$ cat src/sv/bdlp_pkg.sv
// ----------------------------------------------------------------------------
// bdlp_pkg: shared types and per-switch update for the debouncer
// Holds state codes, notice codes, configuration indexes and the one-tick
// update function that every switch lane runs.
// ----------------------------------------------------------------------------
`default_nettype none

package bdlp_pkg;

    // Number of switches and widths of the counters
    localparam int NUM_SW    = 4;
    localparam int CNT_W     = 6;
    localparam int HOLD_W    = 16;
    localparam int TICK_W    = 8;
    localparam int CFG_IDX_W = 3;
    localparam int CFG_DAT_W = 16;

    localparam logic [CNT_W-1:0]  CNT_MAX  = '1;
    localparam logic [HOLD_W-1:0] HOLD_MAX = '1;

    // Configuration register indexes
    localparam logic [CFG_IDX_W-1:0] CFG_RELEASED_LEVEL = 3'd0;
    localparam logic [CFG_IDX_W-1:0] CFG_PRESS_SAMPLES  = 3'd1;
    localparam logic [CFG_IDX_W-1:0] CFG_RELEASE_SAMPLES = 3'd2;
    localparam logic [CFG_IDX_W-1:0] CFG_LONG_SAMPLES   = 3'd3;
    localparam logic [CFG_IDX_W-1:0] CFG_TICK_MS        = 3'd4;
    localparam logic [CFG_IDX_W-1:0] CFG_STUCK_LIMIT    = 3'd5;

    // Reset values of the configuration registers
    localparam logic              RST_RELEASED_LEVEL  = 1'b0;
    localparam logic [CNT_W-1:0]  RST_PRESS_SAMPLES   = 6'd3;
    localparam logic [CNT_W-1:0]  RST_RELEASE_SAMPLES = 6'd3;
    localparam logic [CNT_W-1:0]  RST_LONG_SAMPLES    = 6'd50;
    localparam logic [TICK_W-1:0] RST_TICK_MS         = 8'd20;
    localparam logic [HOLD_W-1:0] RST_STUCK_LIMIT     = 16'd59000;

    // Debounced switch state
    typedef enum logic [1:0] {
        ST_REL = 2'd0,
        ST_PRS = 2'd1,
        ST_LNG = 2'd2
    } t_sw_st;

    // Notice codes shown on the notify outputs
    localparam logic [1:0] NOTE_NONE  = 2'd0;
    localparam logic [1:0] NOTE_SHORT = 2'd1;
    localparam logic [1:0] NOTE_LONG  = 2'd2;

    typedef struct packed {
        logic              released_level;
        logic [CNT_W-1:0]  press_samples;
        logic [CNT_W-1:0]  release_samples;
        logic [CNT_W-1:0]  long_samples;
        logic [TICK_W-1:0] tick_ms;
        logic [HOLD_W-1:0] stuck_limit;
    } t_cfg;

    typedef struct packed {
        t_sw_st            st;
        t_sw_st            prev;
        logic [CNT_W-1:0]  pc;
        logic [CNT_W-1:0]  rc;
        logic [HOLD_W-1:0] hold;
        logic              armed;
        logic [1:0]        notice;
    } t_sw_state;

    typedef struct packed {
        t_sw_state nxt;
        logic      stuck;
    } t_sw_step;

    function automatic logic [CNT_W-1:0] sat_inc(input logic [CNT_W-1:0] c);
        return (c == CNT_MAX) ? CNT_MAX : c + CNT_W'(1);
    endfunction

    // One sampling tick of one switch
    function automatic t_sw_step sw_step(input t_sw_state s, input logic pressed,
                                         input t_cfg c);
        t_sw_step          r;
        t_sw_st            st;
        logic [CNT_W-1:0]  pc;
        logic [CNT_W-1:0]  rc;
        logic [HOLD_W-1:0] hold;
        logic [HOLD_W:0]   sum;
        st   = s.st;
        pc   = s.pc;
        rc   = s.rc;
        hold = s.hold;
        sum  = {1'b0, s.hold} + {{(HOLD_W+1-TICK_W){1'b0}}, c.tick_ms};
        r    = '{nxt: s, stuck: 1'b0};

        // state counters
        unique case (s.st)
            ST_PRS: begin
                if (pressed) begin
                    rc = '0;
                    pc = sat_inc(s.pc);
                end else begin
                    rc = sat_inc(s.rc);
                end
                if (pc >= c.long_samples) begin
                    rc = '0;
                    pc = '0;
                    st = ST_LNG;
                end else if (rc >= c.release_samples) begin
                    rc = '0;
                    pc = '0;
                    st = ST_REL;
                end
            end
            ST_LNG: begin
                pc = '0;
                rc = pressed ? '0 : sat_inc(s.rc);
                if (rc >= c.release_samples) begin
                    rc   = '0;
                    st   = ST_REL;
                    hold = '0;
                end else if (s.hold <= c.stuck_limit) begin
                    hold = sum[HOLD_W] ? HOLD_MAX : sum[HOLD_W-1:0];
                end
            end
            default: begin
                rc = '0;
                pc = pressed ? sat_inc(s.pc) : '0;
                if (pc >= c.press_samples) begin
                    pc = '0;
                    st = ST_PRS;
                end
            end
        endcase

        // notice and arming
        priority if (st != s.prev) begin
            if (s.prev == ST_REL && st == ST_PRS) begin
                r.nxt.armed = 1'b1;
            end else if (s.armed && s.prev == ST_PRS && st == ST_REL) begin
                r.nxt.notice = NOTE_SHORT;
                r.nxt.armed  = 1'b0;
            end
            r.nxt.prev = st;
        end else if (s.armed && st == ST_LNG) begin
            r.nxt.notice = NOTE_LONG;
            r.nxt.armed  = 1'b0;
        end else begin
            r.nxt.notice = NOTE_NONE;
        end

        // stuck check clears the hold timer
        if (hold > c.stuck_limit) begin
            r.stuck = 1'b1;
            hold    = '0;
        end

        r.nxt.st   = st;
        r.nxt.pc   = pc;
        r.nxt.rc   = rc;
        r.nxt.hold = hold;
        return r;
    endfunction

endpackage

`default_nettype wire

$ cat src/sv/button_debounce_long_press.sv
// ----------------------------------------------------------------------------
// button_debounce_long_press: four-switch debouncer with long-press notice
// Debounces four raw switch bits, reports short and long presses, the
// debounced state of each switch and a stuck flag per switch.
// ----------------------------------------------------------------------------
// Usage:
//   Input channel (i_valid / o_ready) carries one sampling tick per beat:
//   four raw switch bits. Output channel (o_valid / i_ready) carries one
//   result beat per input beat: notice and debounced state per switch
//   plus the stuck flags.
//   An accepted beat goes through the input register; the per-switch update
//   then writes its result into the result register, which drives o_valid.
//   Throughput is one beat per cycle while the receiver keeps i_ready high;
//   the update of all four switches is one shallow level of counter compare
//   and increment logic.
//   A stalled receiver holds the result register; the input register still
//   takes one more beat, then o_ready drops until the result is taken.
//   Reset clears all switch state to released with no notice and loads the
//   default configuration. Configuration writes (i_cfg_we, i_cfg_index,
//   i_cfg_data) take effect at once and are meant for an idle block.
// ----------------------------------------------------------------------------
`default_nettype none

module button_debounce_long_press (
    input  wire logic                               i_clk,
    input  wire logic                               i_rst_n,
    // configuration write port
    input  wire logic                               i_cfg_we,
    input  wire logic [bdlp_pkg::CFG_IDX_W-1:0]     i_cfg_index,
    input  wire logic [bdlp_pkg::CFG_DAT_W-1:0]     i_cfg_data,
    // input channel
    input  wire logic                               i_valid,
    output logic                                    o_ready,
    input  wire logic [bdlp_pkg::NUM_SW-1:0]        i_raw_levels,
    // output channel
    output logic                                    o_valid,
    input  wire logic                               i_ready,
    output logic [1:0]                              o_notify_plus,
    output logic [1:0]                              o_notify_minus,
    output logic [1:0]                              o_notify_standby,
    output logic [1:0]                              o_notify_turbo,
    output logic [1:0]                              o_level_plus,
    output logic [1:0]                              o_level_minus,
    output logic [1:0]                              o_level_standby,
    output logic [1:0]                              o_level_turbo,
    output logic [bdlp_pkg::NUM_SW-1:0]             o_stuck_flags
);

    localparam int NSW = bdlp_pkg::NUM_SW;

    bdlp_pkg::t_cfg      r_cfg;
    bdlp_pkg::t_sw_state r_sw [NSW];
    bdlp_pkg::t_sw_step  n_step [NSW];

    logic                r_in_valid;
    logic [NSW-1:0]      r_raw;
    logic                r_out_valid;
    logic [1:0]          r_notify [NSW];
    logic [1:0]          r_level  [NSW];
    logic [NSW-1:0]      r_stuck;
    logic                advance;

    // handshake: input register feeds result register
    assign advance = r_in_valid && (!r_out_valid || i_ready);
    assign o_ready = !r_in_valid || advance;
    assign o_valid = r_out_valid;

    // configuration registers
    always_ff @(posedge i_clk) begin
        if (!i_rst_n) begin
            r_cfg.released_level  <= bdlp_pkg::RST_RELEASED_LEVEL;
            r_cfg.press_samples   <= bdlp_pkg::RST_PRESS_SAMPLES;
            r_cfg.release_samples <= bdlp_pkg::RST_RELEASE_SAMPLES;
            r_cfg.long_samples    <= bdlp_pkg::RST_LONG_SAMPLES;
            r_cfg.tick_ms         <= bdlp_pkg::RST_TICK_MS;
            r_cfg.stuck_limit     <= bdlp_pkg::RST_STUCK_LIMIT;
        end else if (i_cfg_we) begin
            unique case (i_cfg_index)
                bdlp_pkg::CFG_RELEASED_LEVEL:
                    r_cfg.released_level <= i_cfg_data[0];
                bdlp_pkg::CFG_PRESS_SAMPLES:
                    r_cfg.press_samples <= i_cfg_data[bdlp_pkg::CNT_W-1:0];
                bdlp_pkg::CFG_RELEASE_SAMPLES:
                    r_cfg.release_samples <= i_cfg_data[bdlp_pkg::CNT_W-1:0];
                bdlp_pkg::CFG_LONG_SAMPLES:
                    r_cfg.long_samples <= i_cfg_data[bdlp_pkg::CNT_W-1:0];
                bdlp_pkg::CFG_TICK_MS:
                    r_cfg.tick_ms <= i_cfg_data[bdlp_pkg::TICK_W-1:0];
                bdlp_pkg::CFG_STUCK_LIMIT:
                    r_cfg.stuck_limit <= i_cfg_data[bdlp_pkg::HOLD_W-1:0];
                default: ;
            endcase
        end
    end

    // valid flags
    always_ff @(posedge i_clk) begin
        if (!i_rst_n) begin
            r_in_valid  <= 1'b0;
            r_out_valid <= 1'b0;
        end else begin
            if (o_ready) begin
                r_in_valid <= i_valid;
            end
            if (advance) begin
                r_out_valid <= 1'b1;
            end else if (i_ready) begin
                r_out_valid <= 1'b0;
            end
        end
    end

    // input payload register
    always_ff @(posedge i_clk) begin
        if (o_ready && i_valid) begin
            r_raw <= i_raw_levels;
        end
    end

    // per-switch update
    always_comb begin
        for (int i = 0; i < NSW; i++) begin
            n_step[i] = bdlp_pkg::sw_step(r_sw[i], r_raw[i] ^ r_cfg.released_level,
                                          r_cfg);
        end
    end

    // switch state, updated once per beat
    always_ff @(posedge i_clk) begin
        if (!i_rst_n) begin
            for (int i = 0; i < NSW; i++) begin
                r_sw[i] <= '{st: bdlp_pkg::ST_REL, prev: bdlp_pkg::ST_REL,
                             pc: '0, rc: '0, hold: '0, armed: 1'b0,
                             notice: bdlp_pkg::NOTE_NONE};
            end
        end else if (advance) begin
            for (int i = 0; i < NSW; i++) begin
                r_sw[i] <= n_step[i].nxt;
            end
        end
    end

    // result register
    always_ff @(posedge i_clk) begin
        if (advance) begin
            for (int i = 0; i < NSW; i++) begin
                r_notify[i] <= n_step[i].nxt.notice;
                r_level[i]  <= n_step[i].nxt.st;
                r_stuck[i]  <= n_step[i].stuck;
            end
        end
    end

    assign o_notify_plus    = r_notify[0];
    assign o_notify_minus   = r_notify[1];
    assign o_notify_standby = r_notify[2];
    assign o_notify_turbo   = r_notify[3];
    assign o_level_plus     = r_level[0];
    assign o_level_minus    = r_level[1];
    assign o_level_standby  = r_level[2];
    assign o_level_turbo    = r_level[3];
    assign o_stuck_flags    = r_stuck;

endmodule

`default_nettype wire

$ cat config.mk
export PLATFORM = sky130hd
export DESIGN_NAME = button_debounce_long_press
export DESIGN_NICKNAME = d
export VERILOG_FILES = /design/src/sv/bdlp_pkg.sv /design/src/sv/button_debounce_long_press.sv
export SDC_FILE = /design/constraint.sdc
export NUM_CORES = 1
export LEC_CHECK = 0
export BUFFER_PORTS_ARGS = -buffer_cell sky130_fd_sc_hd__buf_2
export CAP_MARGIN = 15
export CORE_AREA = 5 5 247 249
export DETAILED_ROUTE_END_ITERATION = 7
export DIE_AREA = 0 0 252 254
export PLACE_DENSITY = 0.46
export SLEW_MARGIN = 20
export SYNTH_ARGS = -nofsm -noshare
export SYNTH_HDL_FRONTEND = slang
export SYNTH_SLANG_ARGS = --single-unit
$ cat constraint.sdc
create_clock -name i_clk -period 6.1 [get_ports i_clk]
set_input_delay 0.61 -clock i_clk [delete_from_list [all_inputs] [get_ports i_clk]]
set_output_delay 0.61 -clock i_clk [all_outputs]
set_load 0.01 [all_outputs]
==> results of run 1 <==
[Yosys cell counts, types with 7 or more instances]
master | n | share of area [%]
a211oi_1 | 10 | 0.43
a21boi_0 | 29 | 1.3
a21o_1 | 75 | 3.2
a21oi_1 | 133 | 3.8
a31oi_1 | 29 | 1.0
and2_1 | 8 | 0.29
and3_1 | 39 | 1.4
clkbuf_1 | 34 | 0.73
dfxtp_1 | 45 | 5.2
edfxtp_1 | 164 | 28
ha_1 | 248 | 18
inv_1 | 103 | 2.2
mux2i_1 | 24 | 1.4
nand2_1 | 161 | 3.5
nand2b_1 | 18 | 0.65
nand3_1 | 69 | 2.0
nand4_1 | 31 | 1.1
nor2_1 | 116 | 2.5
nor2b_1 | 52 | 1.9
nor3_1 | 39 | 1.1
nor3b_1 | 36 | 1.6
nor4_1 | 15 | 0.54
o211ai_1 | 31 | 1.3
o21a_1 | 31 | 1.3
o21ai_0 | 86 | 2.5
o21bai_1 | 7 | 0.30
o2bb2ai_1 | 9 | 0.45
o31ai_1 | 11 | 0.47
or2_2 | 10 | 0.36
or3_1 | 16 | 0.58
or4_1 | 7 | 0.30
xnor2_1 | 32 | 1.6
xor2_1 | 14 | 0.70
[power by group through the flow]
stage | combinational [uW] | clock (uW) | sequential, uW
floorplan | 622 | 0 | 1720
global placement | 863 | 0 | 1750
detailed placement | 879 | 0 | 1750
CTS | 884 | 1680 | 1720
global route | 989 | 1720 | 1730
finish | 876 | 1620 | 1720
[metal layers]
layer  vias up  track usage (%)  share of wire [%]
li1       7278                -                  -
met1      7178             21.9                 47
met2       292             28.9                 47
met3        68             2.04                3.4
met4         0             3.66                2.3
met5         -                0                  0
[registers in the layout, summed over array words and instances, names as in the netlist]
register	cells
o_stuck_flags	4
o_valid	1
r_cfg	43
r_in_valid	1
r_level	8
r_notify	8
r_raw	4
r_sw	140
[worst max-delay path: cells and delay by family, from the launching register on]
family	cells	cell delay, ps
flip-flops	1	380
AND/OR/NAND/NOR	8	1690
AO/OA/AOI/OAI	10	2560
adder cells (fa/ha/maj)	3	760
[through the flow]
stage | utilization [%] | hold slack [ps]
3_3_place_gp | 31.9 | 455
6_report | 33.4 | 216
5_1_grt | 33.4 | 203
2_1_floorplan | - | 443
4_1_cts | 33.4 | 182
3_5_place_dp | 31.9 | 460
[cells by family (layout without fill, tap and decap cells)]
| logic type | count (synthesis) | after routing |
|---|---|---|
| AOI/OAI and AO/OA | 549 | 549 |
| and+or+nand+nor | 646 | 646 |
| buffers and inverters | 146 | 232 |
| muxes | 25 | 25 |
| adders and majority gates | 252 | 252 |
| DFF | 209 | 209 |
| xor gates and xnor gates | 46 | 46 |
[worst paths after layout]
check / endpoint / slack (ps) / depth (start not counted)
worst min-delay path: r_raw[0]$_DFFE_PP_ / 220 / 1
worst min register to register: r_cfg[12]$_SDFFE_PN0P_ / 460 / 2
worst max-delay path: r_sw[3][5]$_SDFFCE_PN0P_ / 530 / 21
worst max register to register: r_sw[3][5]$_SDFFCE_PN0P_ / 530 / 21
[layout make-up]
type / count / area [um2]
clock buffers: 35 / 757
clock inverters: 17 / 135
fillers: 6041 / 38900
inverters: 104 / 390
multi-input cells: 1518 / 11000
flip-flops and latches: 209 / 5830
well taps: 773 / 967
repair buffers: 76 / 448
==> flow_summary.toml, run 1 <==
[detailed_routing]
wl_per_cell_um = 19.8
antenna_left = 0
avgViaCountPerCell = 5.42
drtPass1Iterations = 6
drt_iter0_drc = 897
num_vias = 14800
finalWirelength_um = 54100
drc = 0

[place]
port_buffers = 49
placed_cells = 2680
placed_area_mm2 = 0.0186
place_ws_ps = 512
gp_congestion = 0.823
dp_hpwl_um = 40500

[timing]
slew_headroom_pct = 36.9
drv_slew = 0
hold_viol_final = 0
final.setup.worst_slack_ps = 534
setup_viol = 0
setup-tns-final_ps = 0
skew_ps = 29.7
post-route-period-util_pct = 91.2
finalCriticalPeriod_ps = 5570
worst_slew_pin_slew_ps = 939
max_clock_freq_mhz = 180
rsz0062_at_grt = "no"

[run_status]
outcome = "finished, final reports clean"

[worst_setup_path]
crit_arrival_ps = 5970
startpoint = "r_sw[3][19]$_SDFFCE_PN0P_"
worstPathRequired_ps = 6510
path_cells = "ha_1 -> nand2_1 -> or2_2 -> nand2_1 -> nand2_1 -> ha_1 -> nand2b_1 -> a2111oi_2 -> o21ai_0 -> o21ai_1 -> o211ai_1 -> o21ai_0 -> ha_1 -> nor2b_1 -> o21a_1 -> o21ai_0 -> a211oi_1 -> o31ai_1 -> nand2_1 -> nor2b_1 -> o2bb2ai_1"
crit_path_frequent_cell = "nand2_1"
max_stage_delay_ps = 530
path_class = "flop to flop"
r2r_start = "r_sw[3][19]$_SDFFCE_PN0P_"
startpoint_type = "flop"
cp_max_fo = 10
worstSetupEndpointType = "flop"
crit_slowest_cell = "nor2b_1"

[synthesis]
synthAdderAreaFrac_pct = 18.3
synth_top_family_by_area = "compound AO/OA/AOI/OAI gates"
synth.cell_area_mm2 = 0.0174
synth_compound_area_share_pct = 21.9
ys_ff_latch = 209
syn_area_per_cell_um2 = 9.29
yosysSeqAreaShare_pct = 33.5
synth_xor_area_share_pct = 2.32
synthSimpleGateAreaFrac_pct = 19.3
yosys_warnings = 0
synth_nets = 2153
synthArstFlopShare_pct = 0
syn-instance-count = 1873
synth-edff-count = 164
yosys.cell_types.count = 85
synthMuxAreaShare_pct = 1.45
synth_ff_type = "edfxtp_1"

[die]
rows = 89
die_w_um = 252
die_h_um = 254
die_area_mm2 = 0.0640
start_util_pct = 29.8
core_region_area_mm2 = 0.0585
boundaryPins = 50

[clocking]
cts_sinks = 209
clk_latency_ps = 590
cts_resized = 0
holdBufCountCts = 0
clock_path_buffers = 3
htree_levels = 1
cts_tree = "done"
cts_setup_buffers = 0
cts_buffers = 28
root_buffer = "clkbuf_16"
clk_pin_slew_ps = 60

[layout]
stdcell_count = 2732
antenna_cells = 0
drive_gt1_share_pct = 8.63
final_cell_mix = "248 x ha_1, 164 x edfxtp_1, 159 x nand2_1"
synthToLayoutAreaGrowth_pct = 12.4
final_common_cell = "ha_1"
final_cell_area_mm2 = 0.0195
nets = 2217

[global_routing]
grt_pass1_wl_um = 84200
grt_util_all_layers_pct = 16.5
antenna_found_initial = 0
overflow = 0
grt_start_max_net_pins = 62
grt_pass1_vias = 14800

[pwr]
pwr-share-comb_pct = 20.8
pwr-share-clk_pct = 38.4
p_leak_uw = 0.00838
sw_frac_of_total_pct = 31.6
vdd_ir_drop_max_uv = 182
p_seq_share_pct = 40.8
p_int_uw = 2890
power.density_mw_per_mm2 = 216
power.total_uw = 4220
switchingPower_uw = 1330

[job]
cap_violations = 0

[hold_path]
hp-start = "i_raw_levels[0]"
min_path_type = "input pin to flop"
Power figures use the tool's default switching activity.
==> inputs of run 2 (changes only) <==
--- a/config.mk
+++ b/config.mk
@@ -7,9 +7,9 @@
 export LEC_CHECK = 0
 export BUFFER_PORTS_ARGS = -buffer_cell sky130_fd_sc_hd__buf_2
 export CAP_MARGIN = 15
-export CORE_AREA = 5 5 247 249
+export CORE_AREA = 5 5 260 237
 export DETAILED_ROUTE_END_ITERATION = 7
-export DIE_AREA = 0 0 252 254
+export DIE_AREA = 0 0 265 242
 export PLACE_DENSITY = 0.46
 export SLEW_MARGIN = 20
 export SYNTH_ARGS = -nofsm -noshare
==> flow_summary.toml, run 2 (synthesized netlist as in run 1, its figures left out) <==
[clocking]
cts_buffers = 26
clk_pin_slew_ps = 60
root_buffer = "clkbuf_16"
cts_setup_buffers = 0
htree_levels = 1
cts_sinks = 209
cts_resized = 0
clk_latency_ps = 560
cts_tree = "done"
holdBufCountCts = 0
clock_path_buffers = 3

[hold_path]
min_path_type = "input pin to flop"

[layout]
stdcell_count = 2744
final_common_cell = "ha_1"
nets = 2221
drive_gt1_share_pct = 8.62
top_regs = "r_sw x140, r_cfg x43"
fill_cells = 6069
antenna_cells = 0
final_util_pct = 33.3
synthToLayoutAreaGrowth_pct = 12.7
largest_reg_flops = 140
largest-register = "r_sw"
final_cell_area_mm2 = 0.0196
final_cell_mix = "248 x ha_1, 164 x edfxtp_1, 159 x nand2_1"

[pwr]
sw_frac_of_total_pct = 30.7
p_leak_uw = 0.00842
p_int_uw = 2940
pwr-share-clk_pct = 38.3
pwr-share-comb_pct = 21.0
switchingPower_uw = 1300
vdd_ir_drop_max_uv = 171
p_seq_share_pct = 40.7
power.density_mw_per_mm2 = 216

[die]
rows = 85
boundaryPins = 50
die_h_um = 242
die_w_um = 265
start_util_pct = 29.5
die_area_mm2 = 0.0641
core_region_area_mm2 = 0.0589

[run_status]
outcome = "finished, final reports clean"

[worst_setup_path]
worstPathRequired_ps = 6510
path_class = "flop to flop"
cp_max_fo = 10
worstSetupEndpointType = "flop"
startpoint_type = "flop"
crit_arrival_ps = 5990

[detailed_routing]
num_vias = 15000
wl_per_cell_um = 20.4
antenna_left = 0
drtPass1Iterations = 5
finalWirelength_um = 55900
avgViaCountPerCell = 5.47
drc = 0
drt_iter0_drc = 968

[timing]
max_clock_freq_mhz = 179
worst_slew_pin_slew_ps = 950
skew_ps = 13.8
setup-tns-final_ps = 0
drv_slew = 0
finalCriticalPeriod_ps = 5590
setup_viol = 0
slew_headroom_pct = 36.2
post-route-period-util_pct = 91.6
rsz0062_at_grt = "no"
hold_viol_final = 0

[global_routing]
antenna_found_initial = 1
grt_util_all_layers_pct = 16.6
grt_start_max_net_pins = 68
overflow = 0
grt_pass1_wl_um = 85600
grt_pass1_vias = 14500

[place]
port_buffers = 49
dp_hpwl_um = 41900
placed_area_mm2 = 0.0187
placed_cells = 2696
gp_congestion = 0.866

[job]
cap_violations = 0
-- run 2: cell types whose count changed in the layout (fill, tap and decap cells not counted), moves of 3 or more --
cell / delta
buf_4: +5
clkinvlp_4: -5
clkbuf_1: +3
clkbuf_8: +3
clkinv_2: -3
-- run 2: power by group through the flow --
stage	clock, uW	combinational (uW)	sequential (uW)
finish	1620	888	1720
global route	1720	994	1730
CTS	1670	887	1720
detailed placement	0	881	1750
global placement	0	869	1750
floorplan	0	622	1720
-- run 2: cell type report --
| cell class | count | area (um2) | share of cell area, % |
|---|---|---|---|
| repair buffers | 82 | 505 | 2.58 |
| flip-flops and latches | 209 | 5830 | 29.7 |
| well taps | 783 | 980 | 5.00 |
| clock buffers | 40 | 785 | 4.00 |
| multi-input cells | 1518 | 11000 | 56.3 |
| inverters | 104 | 390 | 1.99 |
| clock inverters | 8 | 90.1 | 0.460 |
-- run 2: final timing paths --
path                                  start                       end  slack [ps]  depth (start not counted)
setup / recovery  r_sw[3][19]$_SDFFCE_PN0P_  r_sw[3][9]$_SDFFCE_PN0P_         510                         21
hold / removal              i_raw_levels[0]        r_raw[0]$_DFFE_PP_         240                          1
setup reg to reg  r_sw[3][19]$_SDFFCE_PN0P_  r_sw[3][9]$_SDFFCE_PN0P_         510                         21
hold reg to reg       r_cfg[8]$_SDFFE_PN0P_     r_cfg[8]$_SDFFE_PN0P_         460                          2
-- run 2: stage by stage --
stage,power [uW],setup WS (ps),hold WS [ps]
2_1_floorplan,2340,1350,443
3_5_place_dp,2630,656,461
4_1_cts,4280,568,218
6_report,4230,510,245
3_3_place_gp,2620,742,453
5_1_grt,4450,18.5,216
-- run 2: worst max-delay path, cell delays in order (launching register included) --
cell and delay (ps):
edfxtp_1 380, ha_1 210, nand2_1 130, or2_2 350
nand2_1 70, nand2_1 70, ha_1 290, nand2b_1 150
a2111oi_2 400, o21ai_0 190, o21ai_1 450, o211ai_1 420
o21ai_0 300, ha_1 280, a21o_1 170, a21o_1 160
a21oi_1 130, nor2_1 70, o31ai_1 230, nand2_1 280
nor2b_1 530, o2bb2ai_1 180
-- run 2: routing by layer --
metal | vias up | track usage (%) | wire, um | share of wire [%]
met4 | 0 | 2.97 | 992 | 1.8
met5 | - | 0 | 0 | 0
met2 | 391 | 26.4 | 24700 | 44
met1 | 7270 | 24.8 | 27500 | 49
li1 | 7272 | - | - | -
met3 | 68 | 1.84 | 2680 | 4.8
==> inputs of run 3 (changes only) <==
--- a/config.mk
+++ b/config.mk
@@ -10,7 +10,9 @@
 export CORE_AREA = 5 5 260 237
 export DETAILED_ROUTE_END_ITERATION = 7
 export DIE_AREA = 0 0 265 242
+export GPL_ROUTABILITY_DRIVEN = 0
 export PLACE_DENSITY = 0.46
+export REMOVE_ABC_BUFFERS = 1
 export SLEW_MARGIN = 20
 export SYNTH_ARGS = -nofsm -noshare
 export SYNTH_HDL_FRONTEND = slang
==> flow_summary.toml, run 3 (synthesized netlist as in run 1, its figures left out) <==
[run_status]
outcome = "finished, final reports clean"

[clocking]
htree_levels = 1
holdBufCountCts = 0
cts_buffers = 27
cts_sinks = 209
cts_tree = "done"
clk_pin_slew_ps = 60
clk_latency_ps = 580
root_buffer = "clkbuf_16"
clock_path_buffers = 3

[layout]
drive_gt1_share_pct = 8.66
largest-register = "r_sw"
final_util_pct = 33.5
synthToLayoutAreaGrowth_pct = 13.4
final_cell_mix = "248 x ha_1, 164 x edfxtp_1, 159 x nand2_1"
final_cell_area_mm2 = 0.0197
nets = 2221
fill_cells = 6133
final-seq-area_mm2 = 0.00583
multiInputGateArea_mm2 = 0.0110
antenna_cells = 0
top_regs = "r_sw x140, r_cfg x43"
largest_reg_flops = 140
final_common_cell = "ha_1"

[worst_setup_path]
crit_arrival_ps = 5970
path_class = "flop to flop"
path_cells = "xnor2_1 -> nand2_1 -> ha_1 -> nor2b_1 -> o21ai_0 -> a221o_1 -> o31ai_1 -> a2bb2oi_1 -> inv_1 -> ha_1 -> nor2b_1 -> o21a_1 -> o21ai_0 -> a21oi_1 -> a31oi_1 -> o22ai_1 -> or2_2 -> a31oi_1"
crit_slowest_cell = "o31ai_1"
timing.reg2reg.setup_slack_ps = 530
max_stage_delay_ps = 850
startpoint_type = "flop"
worstPathRequired_ps = 6500
worstSetupEndpointType = "flop"
cp_max_fo = 14

[timing]
setup_viol = 0
hold_viol_final = 0
rsz0062_at_grt = "no"
post-route-period-util_pct = 91.3
worst_slew_pin_slew_ps = 1120
setup-tns-final_ps = 0
finalCriticalPeriod_ps = 5570
max_clock_freq_mhz = 180
final.setup.worst_slack_ps = 530
slew_headroom_pct = 25.0
skew_ps = 22.9
drv_slew = 0

[pwr]
power.density_mw_per_mm2 = 224
p_leak_uw = 0.00848
switchingPower_uw = 1320
pwr-share-comb_pct = 20.1
p_seq_share_pct = 38.9
pwr-share-clk_pct = 41.0
power.total_uw = 4420
p_int_uw = 3100
sw_frac_of_total_pct = 29.9
vdd_ir_drop_max_uv = 214

[detailed_routing]
finalWirelength_um = 54000
drtPass1Iterations = 5
antenna_left = 0
num_vias = 14800
wl_per_cell_um = 19.7
drc = 0
avgViaCountPerCell = 5.38
drt_iter0_drc = 1106

[place]
port_buffers = 49
placed_area_mm2 = 0.0187
place_ws_ps = 441
dp_hpwl_um = 40400

[global_routing]
grt_pass1_wl_um = 83300
overflow = 0
grt_start_max_net_pins = 66
antenna_found_initial = 0
grt_pass1_vias = 14200
grt_util_all_layers_pct = 16.1

[job]
cap_violations = 0

[die]
boundaryPins = 50
start_util_pct = 29.5
die_h_um = 242
core_region_area_mm2 = 0.0589
die_area_mm2 = 0.0641
rows = 85
die_w_um = 265

[hold_path]
min_path_type = "input pin to flop"
[run 3: cell types whose count changed in the layout (fill, tap and decap cells not counted), moves of 2 or more]
cell	before	now
clkbuf_1	7	1
clkbuf_16	27	29
bufinv_16	2	5
clkinv_2	4	2
clkinv_1	1	7
[run 3: per-layer routing]
layer  track usage [%]  part of all wire, %
met4              3.01                  1.4
met3              1.75                  4.1
met1              23.5                   50
met5                 0                    0
met2              26.2                   45
[run 3: final timing paths]
| kind | endpoint | from | cells past startpoint |
|---|---|---|---|
| hold reg to reg | r_cfg[7]$_SDFFE_PN0P_ | r_cfg[7]$_SDFFE_PN0P_ | 2 |
| setup reg to reg | r_sw[1][18]$_SDFFCE_PN0P_ | r_cfg[42]$_SDFFE_PN0P_ | 18 |
| setup / recovery | r_sw[1][18]$_SDFFCE_PN0P_ | r_cfg[42]$_SDFFE_PN0P_ | 18 |
| hold / removal | r_raw[1]$_DFFE_PP_ | i_raw_levels[1] | 1 |
[run 3: metrics by stage]
| step | hold WS [ps] | std cells |
|---|---|---|
| after detailed placement | 458 | 2693 |
| final | 227 | 2745 |
| after global routing | 188 | 2745 |
| after CTS | 184 | 2743 |
| after floorplan | 443 | 1831 |
| after global placement | 451 | 2693 |
[run 3: cell type report]
class | count | share of cell area [%]
inverters | 104 | 1.98
multi-input cells | 1518 | 55.9
flip-flops and latches | 209 | 29.5
well taps | 783 | 4.97
clock inverters | 15 | 1.05
clock buffers | 35 | 4.05
repair buffers | 81 | 2.52
[run 3: what timing repair did]
action | CTS | global route
buffers inserted | 0 | 2
gates resized for setup | 0 | 2
setup endpoints to repair | 0 | 9
[run 3: critical path, delay by kind of cell (launching register included)]
family	cells	cell delay, ps
flops	1	450
fa+ha+maj	2	560
buf+inv	1	100
compound gates	10	2580
simple gates	4	880
xor+xnor	1	820
[run 3: power by group through the flow]
| stage | combinational [uW] | clock (uW) | sequential, uW |
|---|---|---|---|
| 3_3_place_gp | 869 | 0 | 1750 |
| 3_5_place_dp | 882 | 0 | 1750 |
| 2_1_floorplan | 608 | 0 | 1730 |
| 4_1_cts | 888 | 1870 | 1720 |
| 5_1_grt | 994 | 1930 | 1730 |
| 6_report | 887 | 1810 | 1720 |
